## src/hw/rtl/euler_zyx_rate_kinematics_top_assert.svh

```systemverilog
// ----------------------------------------------------------------------------
// euler zyx rate kinematics assertion macros
// checks sampled on clk, held off while rst_n is low
// ----------------------------------------------------------------------------
`ifndef EULER_ZYX_RATE_KINEMATICS_TOP_ASSERT_SVH
`define EULER_ZYX_RATE_KINEMATICS_TOP_ASSERT_SVH

// a fixed number of cycles after the trigger the consequence must hold
`define EZRK_ASSERT_AFTER(lbl, trig, n, cons, msg) \
    lbl: assert property (@(posedge clk) disable iff (!rst_n) \
        (trig) |-> ##n (cons)) else $error(msg);

// whenever the condition holds the check must hold in the same cycle
`define EZRK_ASSERT_WHEN(lbl, cond, chk, msg) \
    lbl: assert property (@(posedge clk) disable iff (!rst_n) \
        (cond) |-> (chk)) else $error(msg);

`endif

```

## src/hw/rtl/ezrk_pkg.sv

```systemverilog
// ----------------------------------------------------------------------------
// ezrk_pkg
// item types, widths and the output saturation helper
// ----------------------------------------------------------------------------
package ezrk_pkg;

    localparam int ANGLE_W = 16;
    localparam int RATE_W  = 24;
    localparam int COS_W   = 15;
    localparam int SINE_W  = 16;
    localparam int DIV_QW  = RATE_W + 2;
    localparam int MAG_W   = RATE_W + 3;

    typedef struct packed {
        logic signed [ANGLE_W-1:0] roll_angle;
        logic signed [ANGLE_W-1:0] pitch_angle;
        logic signed [RATE_W-1:0]  body_rate_x;
        logic signed [RATE_W-1:0]  body_rate_y;
        logic signed [RATE_W-1:0]  body_rate_z;
    } item_t;

    typedef struct packed {
        logic signed [RATE_W-1:0] roll_rate;
        logic signed [RATE_W-1:0] pitch_rate;
        logic signed [RATE_W-1:0] yaw_rate;
        logic                     cos_floored;
        logic                     saturated;
    } result_t;

    typedef struct packed {
        logic                     flag;
        logic signed [RATE_W-1:0] value;
    } sat_t;

    // clip a sign and magnitude pair to the rate range
    function automatic sat_t saturate(input logic neg, input logic [MAG_W-1:0] mag);
        sat_t res;
        res.flag  = 1'b0;
        res.value = RATE_W'(mag);
        if (neg) begin
            if (mag > (MAG_W'(1) << (RATE_W - 1))) begin
                res.flag  = 1'b1;
                res.value = {1'b1, {(RATE_W-1){1'b0}}};
            end else begin
                res.value = -$signed(RATE_W'(mag));
            end
        end else if (mag > ((MAG_W'(1) << (RATE_W - 1)) - MAG_W'(1))) begin
            res.flag  = 1'b1;
            res.value = {1'b0, {(RATE_W-1){1'b1}}};
        end
        return res;
    endfunction

endpackage

```

## src/hw/rtl/ezrk_div.sv

```systemverilog
// ----------------------------------------------------------------------------
// ezrk_div
// pipelined restoring divider, one quotient bit per stage, saturating
// ----------------------------------------------------------------------------
module ezrk_div
    import ezrk_pkg::*;
#(
    parameter int NUM_W = 42,
    parameter int DEN_W = 16,
    parameter int QUO_W = 26
) (
    input  logic             clk,
    input  logic [NUM_W-1:0] num,
    input  logic [DEN_W-1:0] den,
    output logic [QUO_W-1:0] quo
);

    logic [DEN_W-1:0] rem_reg [0:QUO_W];
    logic [QUO_W-1:0] low_reg [0:QUO_W];
    logic [QUO_W-1:0] acc_reg [0:QUO_W];
    logic [DEN_W-1:0] den_reg [0:QUO_W];
    logic             ovf_reg [0:QUO_W];

    // high part not below the divisor means the quotient does not fit
    always_ff @(posedge clk)
    begin
        ovf_reg[0] <= num[NUM_W-1:QUO_W] >= (NUM_W-QUO_W)'(den);
        rem_reg[0] <= num[QUO_W +: DEN_W];
        low_reg[0] <= num[QUO_W-1:0];
        acc_reg[0] <= '0;
        den_reg[0] <= den;
    end

    for (genvar i = 1; i <= QUO_W; i++) begin : g_step
        logic [DEN_W:0] trial;
        logic           take;

        assign trial = {rem_reg[i-1], low_reg[i-1][QUO_W-1]};
        assign take  = trial >= {1'b0, den_reg[i-1]};

        always_ff @(posedge clk)
        begin
            rem_reg[i] <= take ? DEN_W'(trial - {1'b0, den_reg[i-1]}) : trial[DEN_W-1:0];
            low_reg[i] <= low_reg[i-1] << 1;
            acc_reg[i] <= {acc_reg[i-1][QUO_W-2:0], take};
            den_reg[i] <= den_reg[i-1];
            ovf_reg[i] <= ovf_reg[i-1];
        end
    end

    assign quo = ovf_reg[QUO_W] ? {QUO_W{1'b1}} : acc_reg[QUO_W];

endmodule

```

## config.mk

```make
export PLATFORM = sky130hd
export DESIGN_NAME = ezrk_div
export DESIGN_NICKNAME = d
export VERILOG_FILES = /design/src/hw/rtl/euler_zyx_rate_kinematics_top_assert.svh /design/src/hw/rtl/ezrk_pkg.sv /design/src/hw/rtl/ezrk_div.sv
export SDC_FILE = /design/constraint.sdc
export NUM_CORES = 2
export LEC_CHECK = 0
export CAP_MARGIN = 20
export CORE_MARGIN = 8
export CORE_UTILIZATION = 40
export DETAILED_ROUTE_END_ITERATION = 8
export DONT_BUFFER_PORTS = 1
export PLACE_DENSITY = 0.65
export REMOVE_ABC_BUFFERS = 1
export SYNTH_ARGS = -nofsm -noshare
export SYNTH_HDL_FRONTEND = slang
export SYNTH_SLANG_ARGS = --single-unit
```

## constraint.sdc

```tcl
create_clock -name clk -period 3.7 [get_ports clk]
set_clock_uncertainty 0.05 [all_clocks]
set_input_delay 0.185 -clock clk [delete_from_list [all_inputs] [get_ports clk]]
set_output_delay 0.185 -clock clk [all_outputs]
set_load 0.01 [all_outputs]
```

==> results <==
- Cells with a size suffix above 1 make up 11.74% of the layout.
- The path type of the worst setup path is reg -> reg.
- After routing the design area is about 66000 sq um.
- The overall die height is slightly below 400 um.
- The slew at the pin with the worst max-slew slack is 1004 ps.
- The total number of vias is 35430.
- The power density over the cells is 978.2 nW/um^2.
- The later pin in the worst-skew pair is clocked with a latency of between 700 and 800 ps.
- The DRC violation total after the first TritonRoute iteration is approximately 1600.
- The final global-route overflow total is 0.
- After floorplanning, the core was sized to cover about 140000 sq um.
- The final number of setup-violating endpoints is 0.
- The number of flip-flops and latches in the synthesized netlist is 1561.
- The number of antenna violations at the first check in global routing came to 3.
- The achievable clock frequency is between 200 and 300 MHz.
- Clock tree synthesis selected as its root buffer the cell sky130_fd_sc_hd__clkbuf_16.
- From synthesis to final layout, the design area changed by 16.22%.
- In the finished design, the share of the clock period the worst path needs comes to 91.65%.
- The worst slack at placement is between 300 and 400 ps.
- The normalized max-slew margin is about a third.
- The buffers inserted during post-CTS setup optimization is 0.
- Clock tree synthesis found a total of approximately 1600 sinks.
- The critical path starts at den_reg[12][1].
- The worst register-to-register path ends at rem_reg[13][9].
- The worst hold path was traced through 7 stages.
- The final antenna-violating net count is 0.
- After layout, the worst setup slack is around 310 ps.
- In the synthesized netlist the async set-or-reset flop fraction comes to 0%.
- Setup repair after global routing left no endpoint under its margin.
- The slack of the worst reg-to-reg path is 310 ps.
- The number of global-route vias before repair came to 35040.
- Once detailed placement completed, the half-perimeter wirelength came to about 77000 um.
- The number of hold violations in the final report is 0.
- The worst hold path class is in -> reg.
- Entering global routing, the biggest net connects 32 pins.
- The number of distinct library cell variants in the gate-level netlist after synthesis is 89.
- The routed wire length is between 100000 and 150000 um.
- Across the VDD grid, the largest voltage drop is 439.1 uV.
- Along the worst path, the maximum fanout reaches 16.
- The final estimated routing congestion in global placement is between 0.8 and 0.9.
- The leakage dissipation is around 30 nW.
- The clock-pin slew of the registers on the worst-case setup and hold paths is 60 ps.
- Summing all placed instances gives a cell area of between 50000 and 60000 sq um.
- The number of buffers added by the clock tree synthesis step is 163.
- The startpoint of the lowest-slack hold path is den[11].
- The count of maximum capacitance violations is 0.
- For this run, the leading register cell type out of synthesis is sky130_fd_sc_hd__dfxtp_1.
- The portion of the post-synthesis area used by sequential elements is 55.27%.
- The startpoint of the most critical register-to-register path is den_reg[12][1].
- The floorplan step defined a die boundary enclosing roughly 150000 sq um.
- The mean instance size in the synthesized netlist is approximately 11 sq um.
- The critical path arrival is ~4000 ps.
- Counting the fill cells in the layout gives roughly 13000.
- Registers take 31250 sq um.
- The number of H-tree levels is 4.
- The TritonCTS clock tree is built.
- The hold-critical path endpoint is ovf_reg[0].
- Setup total negative slack on the finished layout was measured at 0 ps.
- The deepest clock path buffer count is 3.
- The run finished with clean final reports.
- The post-cts resize count is 0.
- Yosys printed 0 warnings.
- The layout net count is between 5000 and 6000.
- Summing all multi-input logic gate instances after layout gives about 23000 sq um.
- After detailed routing, the average wire length per cell comes to ~14 um.
- The number of design rule violations left after detail routing is 0.
- The max-slew violation count is 0.
- The synthesized instance count is around 5000.
- The number of buffers inserted for hold repair after clock tree synthesis is between 100 and 150.
- The first global-routing pass estimated ~170000 um of wire.
- The initial core utilization is between 40 and 50%.
- The data required time at the worst endpoint is between 4000 and 5000 ps.
- The netlist area before placement is 56540 sq um.
- Counting flops with a built-in enable in the synthesized netlist gives 0.
- The boundary pin count is 85.
- STA classifies the critical path startpoint as a register.
- The cell count of the worst reg-to-reg path is 10.
- The number of placement rows is 138.
- STA classifies the critical path endpoint as a register.
- The routed via count divided by cell count is 4.787.
- The number of detailed-routing iterations run before antenna repair is 5.
- During placement, the flow inserted port buffers numbering 0.
- The worst path needs 3391 ps of the cycle, external delays included.
- The total routing usage reported by global routing is 13.61%.
- The width of the die is 392.0 um.
==> final cells by class <==
cell class                 count  share of cell area (%)
antenna                        1                0.003808
clock buffer                 214                   6.895
clock inverter                85                   1.875
inverter                     542                   3.096
multi-input combinational   2975                   35.00
sequential                  1561                   47.56
tap                         1890                   3.599
timing repair buffer         134                   1.973
==> logic make-up (layout without fill, tap and decap cells) <==
family / after synthesis / after routing / share of synthesized area [%]
adder cells (fa/ha/maj): 457 / 457 / 10.45
other: 0 / 1 / 0
flip-flops: 1561 / 1561 / 55.27
AND/OR/NAND/NOR: 955 / 955 / 8.363
XOR/XNOR: 258 / 258 / 3.997
AO/OA/AOI/OAI: 967 / 967 / 11.18
multiplexers: 338 / 338 / 6.665
buffers and inverters: 597 / 975 / 4.078
==> power by group <==
| part | leakage, nW | switching [mW] | internal, mW |
|---|---|---|---|
| logic | 13.3 | 12.0 | 11.6 |
| registers | 13.2 | 2.22 | 21.5 |
| clock network | 2.79 | 6.90 | 9.97 |
==> placed cells by master (no fill, tap or decap), types with 77 or more instances in the layout <==
master,count
sky130_fd_sc_hd__inv_1,542
sky130_fd_sc_hd__nor3_1,91
sky130_fd_sc_hd__ha_1,432
sky130_fd_sc_hd__nand2_1,178
sky130_fd_sc_hd__a21oi_1,300
sky130_fd_sc_hd__nor2_1,289
sky130_fd_sc_hd__clkbuf_16,163
sky130_fd_sc_hd__a21o_1,82
sky130_fd_sc_hd__xor2_1,81
sky130_fd_sc_hd__o21a_1,77
sky130_fd_sc_hd__o21ai_0,196
sky130_fd_sc_hd__dfxtp_1,1561
sky130_fd_sc_hd__mux2_2,263
sky130_fd_sc_hd__xnor2_1,177
sky130_fd_sc_hd__dlygate4sd3_1,116
==> through the flow <==
stage | util (%) | hold slack [ps] | cells | power [mW]
after global placement | 41.72 | 162.8 | 6986 | 46.85
after detailed placement | 41.72 | 162.8 | 6986 | 47.33
final | 46.64 | 107.7 | 7402 | 64.28
after global routing | 46.64 | 181.0 | 7402 | 68.80
after CTS | 46.64 | 2.517 | 7401 | 64.85
after floorplan | - | 162.7 | 5078 | 42.19
==> metal layers <==
layer / part of all wire (%) / up-vias / wire length, um / GRT usage (%)
met3: 4.7 / 295 / 5040 / 3.152
li1: - / 18100 / - / -
met2: 44 / 707 / 46250 / 21.64
met1: 48 / 16330 / 50770 / 17.67
met5: 0 / - / 0 / 0
met4: 4.0 / 0 / 4245 / 5.957
==> synth_stat cells, drive strengths merged, types with 5 or more instances <==
library cell,count,area share (%)
a2111oi,10,0.20
a211o,12,0.19
a211oi,22,0.29
a21boi,16,0.21
a21o,82,1.1
a21oi,302,2.7
a221o,9,0.16
a31o,9,0.14
a31oi,30,0.34
a41oi,6,0.093
and2,11,0.12
and3,25,0.28
and4,13,0.20
buf,28,0.30
clkbuf,27,0.18
dfxtp,1561,55
fa,25,0.89
ha,432,9.6
inv,542,3.6
mux2,287,5.8
mux2i,51,0.90
nand2,179,1.2
nand2b,48,0.53
nand3,57,0.50
nand3b,5,0.066
nand4,49,0.54
nor2,289,1.9
nor2b,70,0.79
nor3,91,0.81
nor4,29,0.32
nor4b,8,0.15
o2111ai,12,0.20
o211ai,27,0.42
o21a,77,1.0
o21ai,206,1.8
o21bai,17,0.23
o22ai,7,0.077
o311ai,13,0.21
o31a,35,0.54
o31ai,26,0.35
o41ai,13,0.29
or2,41,0.45
or3,29,0.32
xnor2,177,2.7
xor2,81,1.3
==> critical path: stages (launching register included) <==
cell and delay (ps):
sky130_fd_sc_hd__dfxtp_1 510, sky130_fd_sc_hd__inv_1 80, sky130_fd_sc_hd__ha_1 290, sky130_fd_sc_hd__nor2b_1 140, sky130_fd_sc_hd__o31a_1 270, sky130_fd_sc_hd__o31a_1 280
sky130_fd_sc_hd__o211ai_1 240, sky130_fd_sc_hd__a21oi_1 120, sky130_fd_sc_hd__o21ai_0 310, sky130_fd_sc_hd__a31o_2 540, sky130_fd_sc_hd__mux2_2 420
==> how the worst max path moves through the flow <==
stage                           end  slack, ps
finish               rem_reg[13][9]        310
global route        rem_reg[15][13]         40
CTS                  rem_reg[13][9]        310
detailed placement   rem_reg[13][2]        340
global placement     rem_reg[13][2]        350
floorplan           rem_reg[22][10]         80
Power figures use the tool's default switching activity.
